**src/design/irpe_pkg.sv**
```systemverilog
// ----------------------------------------------------------------------------
// irpe_pkg
// Shared types, timing constants and the microprogram of the IR pulse encoder.
// ----------------------------------------------------------------------------
package irpe_pkg;

    // Field widths
    localparam int ProtoW = 2;
    localparam int CmdW   = 8;
    localparam int SaddrW = 5;
    localparam int DurW   = 13;
    localparam int AddrW  = 8;
    localparam int CntW   = 5;
    localparam int ShiftW = 32;
    localparam int CfgIdxW = 2;

    // Packed stream widths
    localparam int STdataW = 16;  // command, sirc_address, padding
    localparam int MTdataW = 32;  // mark_us, space_us, padding

    // Protocol codes
    localparam logic [ProtoW-1:0] PROTO_NEC_A = 2'd0;
    localparam logic [ProtoW-1:0] PROTO_NEC_B = 2'd1;
    localparam logic [ProtoW-1:0] PROTO_SIRC  = 2'd2;

    // Configuration register indexes
    localparam logic [CfgIdxW-1:0] CFG_NEC_ADDRESS_A = 2'd0;
    localparam logic [CfgIdxW-1:0] CFG_NEC_ADDRESS_B = 2'd1;

    localparam logic [AddrW-1:0] NEC_ADDR_A_RST = 8'h07;
    localparam logic [AddrW-1:0] NEC_ADDR_B_RST = 8'h04;

    // Durations in microseconds
    localparam logic [DurW-1:0] T_4500 = 13'd4500;
    localparam logic [DurW-1:0] T_2400 = 13'd2400;
    localparam logic [DurW-1:0] T_1690 = 13'd1690;
    localparam logic [DurW-1:0] T_1200 = 13'd1200;
    localparam logic [DurW-1:0] T_600  = 13'd600;
    localparam logic [DurW-1:0] T_560  = 13'd560;
    localparam logic [DurW-1:0] T_0    = 13'd0;

    localparam logic [CntW-1:0] NEC_BITS_M1  = 5'd31;
    localparam logic [CntW-1:0] SIRC_BITS_M1 = 5'd11;

    // Microcode addresses
    typedef enum logic [2:0] {
        UA_IDLE,
        UA_NEC_HDR,
        UA_NEC_BIT,
        UA_NEC_END,
        UA_SIRC_HDR,
        UA_SIRC_BIT
    } upc_t;

    typedef enum logic [1:0] {
        MK_4500,
        MK_560,
        MK_2400,
        MK_SIRC_BIT
    } mark_sel_t;

    typedef enum logic [1:0] {
        SP_4500,
        SP_600,
        SP_NEC_BIT,
        SP_ZERO
    } space_sel_t;

    typedef enum logic [1:0] {
        LAST_NO,
        LAST_YES,
        LAST_CNT_ZERO
    } last_sel_t;

    typedef enum logic [1:0] {
        JMP_DISPATCH,
        JMP_NEXT,
        JMP_LOOP
    } jump_t;

    // One control word of the microprogram
    typedef struct packed {
        logic              emit;
        mark_sel_t         mark_sel;
        space_sel_t        space_sel;
        last_sel_t         last_sel;
        logic              shift;
        logic              cnt_load;
        logic [CntW-1:0]   cnt_init;
        jump_t             jmp;
        upc_t              target;
    } ucode_t;

    // Sequencer to datapath control
    typedef struct packed {
        logic        emit_en;
        logic        shift_en;
        logic        last;
        mark_sel_t   mark_sel;
        space_sel_t  space_sel;
    } irpe_ctl_t;

    // Control store
    function automatic ucode_t ucode_rom(input upc_t addr);
        ucode_t w;
        w = '{emit: 1'b0, mark_sel: MK_560, space_sel: SP_ZERO, last_sel: LAST_NO,
              shift: 1'b0, cnt_load: 1'b0, cnt_init: '0, jmp: JMP_DISPATCH,
              target: UA_IDLE};
        unique case (addr)
            UA_IDLE: begin
                w.jmp = JMP_DISPATCH;
            end
            UA_NEC_HDR: begin
                w.emit      = 1'b1;
                w.mark_sel  = MK_4500;
                w.space_sel = SP_4500;
                w.cnt_load  = 1'b1;
                w.cnt_init  = NEC_BITS_M1;
                w.jmp       = JMP_NEXT;
                w.target    = UA_NEC_BIT;
            end
            UA_NEC_BIT: begin
                w.emit      = 1'b1;
                w.mark_sel  = MK_560;
                w.space_sel = SP_NEC_BIT;
                w.shift     = 1'b1;
                w.jmp       = JMP_LOOP;
                w.target    = UA_NEC_END;
            end
            UA_NEC_END: begin
                w.emit      = 1'b1;
                w.mark_sel  = MK_560;
                w.space_sel = SP_ZERO;
                w.last_sel  = LAST_YES;
                w.jmp       = JMP_NEXT;
                w.target    = UA_IDLE;
            end
            UA_SIRC_HDR: begin
                w.emit      = 1'b1;
                w.mark_sel  = MK_2400;
                w.space_sel = SP_600;
                w.cnt_load  = 1'b1;
                w.cnt_init  = SIRC_BITS_M1;
                w.jmp       = JMP_NEXT;
                w.target    = UA_SIRC_BIT;
            end
            UA_SIRC_BIT: begin
                w.emit      = 1'b1;
                w.mark_sel  = MK_SIRC_BIT;
                w.space_sel = SP_600;
                w.last_sel  = LAST_CNT_ZERO;
                w.shift     = 1'b1;
                w.jmp       = JMP_LOOP;
                w.target    = UA_IDLE;
            end
            default: begin
                w.jmp = JMP_DISPATCH;
            end
        endcase
        return w;
    endfunction

    // Entry point of each protocol's routine
    function automatic upc_t dispatch(input logic [ProtoW-1:0] proto);
        upc_t a;
        case (proto)
            PROTO_NEC_A, PROTO_NEC_B: a = UA_NEC_HDR;
            PROTO_SIRC:               a = UA_SIRC_HDR;
            default:                  a = UA_IDLE;
        endcase
        return a;
    endfunction

endpackage

```
**src/design/irpe_sequencer.sv**
```systemverilog
// ----------------------------------------------------------------------------
// irpe_sequencer
// Step counter, loop counter and control store of the pulse encoder.
// ----------------------------------------------------------------------------
module irpe_sequencer (
    input  logic                         aclk,
    input  logic                         aresetn,
    input  logic                         start,
    input  logic [irpe_pkg::ProtoW-1:0]  protocol,
    input  logic                         out_free,
    output logic                         idle,
    output irpe_pkg::irpe_ctl_t          ctl
);
    import irpe_pkg::*;

    upc_t            upc_reg, upc_next;
    logic [CntW-1:0] cnt_reg, cnt_next;
    ucode_t          word;
    logic            step_en;
    logic            cnt_zero;

    assign word     = ucode_rom(upc_reg);
    assign step_en  = !(word.emit && !out_free);
    assign cnt_zero = (cnt_reg == '0);
    assign idle     = (upc_reg == UA_IDLE);

    always_comb begin
        upc_next = upc_reg;
        if (step_en) begin
            unique case (word.jmp)
                JMP_DISPATCH: upc_next = start ? dispatch(protocol) : UA_IDLE;
                JMP_NEXT:     upc_next = word.target;
                JMP_LOOP:     upc_next = cnt_zero ? word.target : upc_reg;
                default:      upc_next = UA_IDLE;
            endcase
        end
    end

    always_comb begin
        cnt_next = cnt_reg;
        if (step_en) begin
            if (word.cnt_load) begin
                cnt_next = word.cnt_init;
            end else if (word.jmp == JMP_LOOP && !cnt_zero) begin
                cnt_next = cnt_reg - 1'b1;
            end
        end
    end

    always_comb begin
        ctl.emit_en   = word.emit && step_en;
        ctl.shift_en  = word.shift && step_en;
        ctl.mark_sel  = word.mark_sel;
        ctl.space_sel = word.space_sel;
        case (word.last_sel)
            LAST_YES:      ctl.last = 1'b1;
            LAST_CNT_ZERO: ctl.last = cnt_zero;
            default:       ctl.last = 1'b0;
        endcase
    end

    always_ff @(posedge aclk) begin
        if (!aresetn) begin
            upc_reg <= UA_IDLE;
            cnt_reg <= '0;
        end else begin
            upc_reg <= upc_next;
            cnt_reg <= cnt_next;
        end
    end

endmodule

```
**src/design/irpe_datapath.sv**
```systemverilog
// ----------------------------------------------------------------------------
// irpe_datapath
// Address registers, bit shifter and output register of the pulse encoder.
// ----------------------------------------------------------------------------
module irpe_datapath (
    input  logic                          aclk,
    input  logic                          aresetn,
    input  logic                          cfg_we,
    input  logic [irpe_pkg::CfgIdxW-1:0]  cfg_index,
    input  logic [irpe_pkg::AddrW-1:0]    cfg_data,
    input  logic                          load,
    input  logic [irpe_pkg::ProtoW-1:0]   protocol,
    input  logic [irpe_pkg::CmdW-1:0]     command,
    input  logic [irpe_pkg::SaddrW-1:0]   sirc_address,
    input  irpe_pkg::irpe_ctl_t           ctl,
    output logic                          out_free,
    output logic                          m_valid,
    input  logic                          m_ready,
    output logic [irpe_pkg::DurW-1:0]     mark_us,
    output logic [irpe_pkg::DurW-1:0]     space_us,
    output logic                          last_pair
);
    import irpe_pkg::*;

    logic [AddrW-1:0]  addr_a_reg, addr_b_reg;
    logic [ShiftW-1:0] shift_reg, shift_next;
    logic              valid_reg, valid_next;
    logic [DurW-1:0]   mark_reg, space_reg, mark_next, space_next;
    logic              last_reg;
    logic [AddrW-1:0]  nec_addr;
    logic              bit_now;

    always_ff @(posedge aclk) begin
        if (!aresetn) begin
            addr_a_reg <= NEC_ADDR_A_RST;
            addr_b_reg <= NEC_ADDR_B_RST;
        end else if (cfg_we) begin
            case (cfg_index)
                CFG_NEC_ADDRESS_A: addr_a_reg <= cfg_data;
                CFG_NEC_ADDRESS_B: addr_b_reg <= cfg_data;
                default: ;
            endcase
        end
    end

    assign nec_addr = (protocol == PROTO_NEC_B) ? addr_b_reg : addr_a_reg;
    assign bit_now  = shift_reg[0];

    always_comb begin
        shift_next = shift_reg;
        if (load) begin
            if (protocol == PROTO_SIRC) begin
                shift_next = {{(ShiftW-12){1'b0}}, sirc_address, command[6:0]};
            end else begin
                shift_next = {~command, command, ~nec_addr, nec_addr};
            end
        end else if (ctl.shift_en) begin
            shift_next = {1'b0, shift_reg[ShiftW-1:1]};
        end
    end

    always_comb begin
        case (ctl.mark_sel)
            MK_4500:     mark_next = T_4500;
            MK_2400:     mark_next = T_2400;
            MK_SIRC_BIT: mark_next = bit_now ? T_1200 : T_600;
            default:     mark_next = T_560;
        endcase
        case (ctl.space_sel)
            SP_4500:    space_next = T_4500;
            SP_600:     space_next = T_600;
            SP_NEC_BIT: space_next = bit_now ? T_1690 : T_560;
            default:    space_next = T_0;
        endcase
    end

    assign out_free = !valid_reg || m_ready;

    always_comb begin
        valid_next = valid_reg;
        if (ctl.emit_en) begin
            valid_next = 1'b1;
        end else if (m_ready) begin
            valid_next = 1'b0;
        end
    end

    always_ff @(posedge aclk) begin
        if (!aresetn) begin
            valid_reg <= 1'b0;
        end else begin
            valid_reg <= valid_next;
        end
    end

    always_ff @(posedge aclk) begin
        shift_reg <= shift_next;
        if (ctl.emit_en) begin
            mark_reg  <= mark_next;
            space_reg <= space_next;
            last_reg  <= ctl.last;
        end
    end

    assign m_valid   = valid_reg;
    assign mark_us   = mark_reg;
    assign space_us  = space_reg;
    assign last_pair = last_reg;

endmodule

```
**src/design/ir_remote_pulse_encoder.sv**
```systemverilog
// ----------------------------------------------------------------------------
// ir_remote_pulse_encoder
// NEC (short header) and SIRC-12 IR transmit framing as mark/space pairs.
// ----------------------------------------------------------------------------
// Each input transaction is one button send request; the block answers with
// the frame as a run of (mark_us, space_us) pairs, tlast on the final pair.
// Protocols 0 and 1 send NEC with a 4500/4500 header, address byte from
// register nec_address_a or nec_address_b, its complement, the command and
// its complement, LSB-first, then a 560/0 end mark: 34 pairs. Protocol 2
// sends SIRC-12: a 2400/600 header and 12 bits (command bits 6..0, then the
// 5-bit address): 13 pairs. Protocol 3 is taken and produces nothing.
// A small microprogram steps through the frame, one pair per clock unless
// the result side stalls; once a request is taken, s_tready stays low until
// its routine is done. The output register lets the next request be taken
// while the last pair still waits on m_tready.
// Configuration writes are always accepted (cfg_ready high); write them only
// while no frame is in flight. Indexes 2 and 3 are ignored.
module ir_remote_pulse_encoder (
    input  logic                           aclk,
    input  logic                           aresetn,
    // Input requests
    input  logic                           s_tvalid,
    output logic                           s_tready,
    input  logic [irpe_pkg::STdataW-1:0]   s_tdata,  // [7:0] command, [12:8] sirc_address
    input  logic [irpe_pkg::ProtoW-1:0]    s_tuser,  // [1:0] protocol
    // Result pairs
    output logic                           m_tvalid,
    input  logic                           m_tready,
    output logic [irpe_pkg::MTdataW-1:0]   m_tdata,  // [12:0] mark_us, [25:13] space_us
    output logic                           m_tlast,  // last_pair
    // Configuration writes
    input  logic                           cfg_valid,
    output logic                           cfg_ready,
    input  logic [irpe_pkg::CfgIdxW-1:0]   cfg_index,
    input  logic [irpe_pkg::AddrW-1:0]     cfg_data
);
    import irpe_pkg::*;

    logic               idle;
    logic               accept;
    logic               out_free;
    irpe_ctl_t          ctl;
    logic [DurW-1:0]    mark_us;
    logic [DurW-1:0]    space_us;
    logic [CmdW-1:0]    command;
    logic [SaddrW-1:0]  sirc_address;

    // Unpack the request
    assign command      = s_tdata[CmdW-1:0];
    assign sirc_address = s_tdata[CmdW+SaddrW-1:CmdW];

    // Take a request only when the sequencer sits at its dispatch step
    assign s_tready  = idle;
    assign accept    = s_tvalid && idle;
    assign cfg_ready = 1'b1;

    irpe_sequencer u_seq (
        .aclk     (aclk),
        .aresetn  (aresetn),
        .start    (accept),
        .protocol (s_tuser),
        .out_free (out_free),
        .idle     (idle),
        .ctl      (ctl)
    );

    irpe_datapath u_dp (
        .aclk         (aclk),
        .aresetn      (aresetn),
        .cfg_we       (cfg_valid),
        .cfg_index    (cfg_index),
        .cfg_data     (cfg_data),
        .load         (accept),
        .protocol     (s_tuser),
        .command      (command),
        .sirc_address (sirc_address),
        .ctl          (ctl),
        .out_free     (out_free),
        .m_valid      (m_tvalid),
        .m_ready      (m_tready),
        .mark_us      (mark_us),
        .space_us     (space_us),
        .last_pair    (m_tlast)
    );

    // Pack the result, zero padding on top
    assign m_tdata = {{(MTdataW-2*DurW){1'b0}}, space_us, mark_us};

endmodule

```
**config.mk**
```make
export PLATFORM = sky130hd
export DESIGN_NAME = ir_remote_pulse_encoder
export DESIGN_NICKNAME = d
export VERILOG_FILES = /design/src/design/irpe_pkg.sv /design/src/design/irpe_sequencer.sv /design/src/design/irpe_datapath.sv /design/src/design/ir_remote_pulse_encoder.sv
export SDC_FILE = /design/constraint.sdc
export NUM_CORES = 1
export LEC_CHECK = 0
export BUFFER_PORTS_ARGS = -buffer_cell sky130_fd_sc_hd__buf_2
export CORE_ASPECT_RATIO = 0.6
export CORE_MARGIN = 3
export CORE_UTILIZATION = 47
export DETAILED_ROUTE_END_ITERATION = 8
export PLACE_DENSITY_LB_ADDON = 0.05
export SYNTH_ARGS = -nofsm -noshare
export SYNTH_HDL_FRONTEND = slang
export SYNTH_SLANG_ARGS = --single-unit
```
**constraint.sdc**
```tcl
create_clock -name aclk -period 3.4 [get_ports aclk]
set_clock_uncertainty 0.05 [all_clocks]
set_input_delay 0.34 -clock aclk [delete_from_list [all_inputs] [get_ports aclk]]
set_output_delay 0.34 -clock aclk [all_outputs]
set_load 0.005 [all_outputs]
```
==> metrics.md <==
| Metric | Value |
|---|---|
| RSZ-0062 raised after global routing | `false` |
| Kind of critical path | `reg2reg` |
| Largest net degree at the start of global routing | `63` |
| Critical Path RT | `between 3 and 4 ns` |
| H-tree levels | `3` |
| CP Cell Sequence | `nor2b_1, nand2b_1, inv_1, a21o_1, inv_1, ha_1, nor4b_1, and2_1, o21a_1, o221a_2` |
| Initial antenna violation count | `0` |
| Clock sink total | `76` |
| Worst-path fanout max | `16` |
| Port bufs | `54` |
| Post-CTS Setup Bufs | `0` |
| Internal Power | `between 1.5 and 2 mW` |
| CTS Buf Count | `9` |
| Floorplan core area | `around 7400 µm²` |
| Most common cell after layout, fill and taps aside | `buf_2` |
| Psw | `~610 µW` |
| Largest register FFs | `32` |
| CTS clk-pin slew, worst paths | `about 0.060 ns` |
| # IOs | `69` |
| Final worst path period need | `about 2.6 ns` |
| Gr usage total | `between 10% and 20%` |
| CP max-delay cell | `dfxtp_1` |
| Distinct cell type count after synthesis | `42` |
| Overflow after GRT | `0` |
| Period utilization | `77.6%` |
| Slew @ Worst Pin | `approximately 0.94 ns` |
| Crit start category | `flip-flop` |
| Final core utilization | `57.3%` |
| Initial drt markers | `235` |
| Max VDD drop | `0.000293 V` |
| Ant diodes | `0` |
| # rows | `24` |
| Cell area after layout | `~4200 µm²` |
| Status | `complete, no violations` |
| Post-route ant nets | `0` |
| Syn_area_per_cell | `roughly 11 µm²` |
| Hold_ws | `0.188 ns` |
| DR DRC count | `0` |
| Via Count | `between 2,000 and 2,500` |
| Final setup TNS | `0 ns` |
| Routability cong. | `0.780` |
| Slowest Stage Delay on Critical Path | `around 0.64 ns` |
| Final WL | `roughly 7200 µm` |
| Initial Util | `49.2%` |
| Worst skew pair latency | `0.33 ns` |
| Seq/Total Area, Yosys | `a little under three fifths` |
| Vias per inst | `5.07` |
| WL/cell | `14.7 µm` |
| Die area | `between 8000 and 9000 µm²` |
| Buf+Inv Stages, Crit Path | `2` |
| Chip Height | `approximately 74 µm` |
| Cell Area, Synth | `~3600 µm²` |
| Crit. End Element | `flip-flop` |
| Chip width | `119 µm` |
| Sw Ratio | `24.3%` |
| Fin. max-slew vios | `0` |
| DP Area | `around 3900 µm²` |
| DP HPWL | `5070 µm` |
| #FFs+latches synth | `76` |
| Maxcap violations | `0` |
| # resized after CTS | `0` |
| First-pass GRT wire length | `between 10,000 and 15,000 µm` |
| Final setup fails | `0` |
| Clock share of power | `39.9%` |
| F_max | `379 MHz` |
| CTS root buffer | `clkbuf_16` |
| Most frequent cell on the critical path | `inv_1` |
| Most frequent cells in the layout | `buf_2 (54), edfxtp_1 (51), nand2_1 (46)` |
| Register share of total power | `46.2%` |
| Nets@finish | `423` |
| CP arrival | `roughly 2.8 ns` |
| CTS tree | `built` |
| 1st-pass router iterations | `5` |
| Area grow syn2layout | `16.6%` |
| Layout cells sized above 1 | `a little over a fifth` |
| Pwr per Cell Area | `between 500 and 600 nW/µm²` |
| Synth Instances | `roughly 340` |
| Rel. slew slack | `37.1%` |
| Hold_buf cts | `0` |
| Leakage | `1.76 nW` |
| Fin. Hold Viols | `0` |
| Delay-heaviest family, CP | `simple AND/OR/NAND/NOR gates` |
| Deepest clock path buffer count | `2` |
| Warnings, synthesis | `0` |
| Vias in the first global route | `2,172` |
| Min-Delay Path Class | `in2reg` |
| Total chip power | `2.50 mW` |
| Comb pwr share | `between 10% and 20%` |
metrics by stage:
stage          cells  worst slack, ns
4_1_cts          490            0.791
5_1_grt          490            0.553
3_3_place_gp     474            0.840
2_1_floorplan    345            0.601
6_report         490            0.762
3_5_place_dp     474            0.800
layout make-up:
type                            instances  area [µm²]
Timing Repair Buffer                   58         300
Fill cell                             665        3150
Clock inverter                          7        91.3
Clock buffer                            9         225
Tap cell                              104         130
Inverter                               12        45.0
Multi-Input combinational cell        224        1410
Sequential cell                        76        2030
cell families (layout without fill, tap and decap cells):
logic type                 count (synthesis)  in the layout  synth area share, %
AOI/OAI and AO/OA                         71             71                 13.2
xor gates and xnor gates                   3              3                0.724
adders and majority gates                  9              9                 3.10
buffers and inverters                     45             86                 6.24
DFF                                       76             76                 56.0
muxes                                     22             22                 6.20
other                                      2             11                0.207
and+or+nand+nor                          108            108                 14.3
Yosys cell counts:
library cell  number  share of area [%]
edfxtp_1          51                 42
nand2_1           46                4.8
dfxtp_1           25                 14
o21ai_0           24                3.3
mux2i_1           18                5.0
nor2_1            18                1.9
nor2b_1           17                2.9
buf_4             15                3.1
clkbuf_1          14                1.4
inv_1             12                1.2
nand2b_1          11                1.9
o31ai_1           11                2.3
ha_1               9                3.1
a21oi_1            7               0.96
a21o_1             5                1.0
a22oi_1            5                1.0
mux2_2             4                1.2
nor3_1             4               0.55
o22ai_1            4               0.69
buf_1              3               0.31
o21a_1             3               0.62
xnor2_1            3               0.72
and2_1             2               0.34
conb_1             2               0.21
nand3_1            2               0.28
o311a_1            2               0.55
o32a_1             2               0.55
or3_1              2               0.34
or4b_1             2               0.55
a211o_1            1               0.24
a211oi_1           1               0.21
a2bb2oi_1          1               0.24
a32oi_2            1               0.45
and3_1             1               0.17
buf_2              1               0.14
nand3b_1           1               0.21
nor3b_1            1               0.21
nor4b_1            1               0.24
o211a_1            1               0.28
o221a_2            1               0.31
o311ai_0           1               0.24
o311ai_1           1               0.24
path summary, 6_finish.rpt:
kind / from / to / slack, ns / cells after the start
worst min register to register: u_dp.addr_b_reg[2]$_SDFFE_PN1P_ / u_dp.addr_b_reg[2]$_SDFFE_PN1P_ / 0.44 / 2
worst max-delay path: u_seq.upc_reg[2]$_SDFFE_PN0P_ / u_seq.cnt_reg[3]$_SDFFE_PN0P_ / 0.76 / 10
worst min-delay path: cfg_data[1] / u_dp.addr_a_reg[1]$_SDFFE_PN1P_ / 0.19 / 3
worst max register to register: u_seq.upc_reg[2]$_SDFFE_PN0P_ / u_seq.cnt_reg[3]$_SDFFE_PN0P_ / 0.76 / 10
metal layers:
layer,GRT usage [%],vias up,wire [µm]
li1,-,1264,-
met1,25.6,1152,3920
met5,0,-,0
met4,4.57,0,16
met2,21.8,68,2820
met3,5.85,2,464
power by group through the flow:
stage               registers [mW]  clock network, mW  logic, mW
floorplan                     1.16                  0      0.250
global placement              1.17                  0      0.340
detailed placement            1.17                  0      0.344
CTS                           1.15               1.02      0.346
global route                  1.16               1.06      0.389
finish                        1.15              0.997      0.346
worst register-to-register path, delay by kind of cell (launching register included):
family          cells  cell delay [ns]
flops               1             0.64
fa+ha+maj           1             0.27
buf+inv             2             0.25
simple gates        4             0.79
compound gates      3             0.52
No activity file was read; power rests on OpenSTA's default activity.
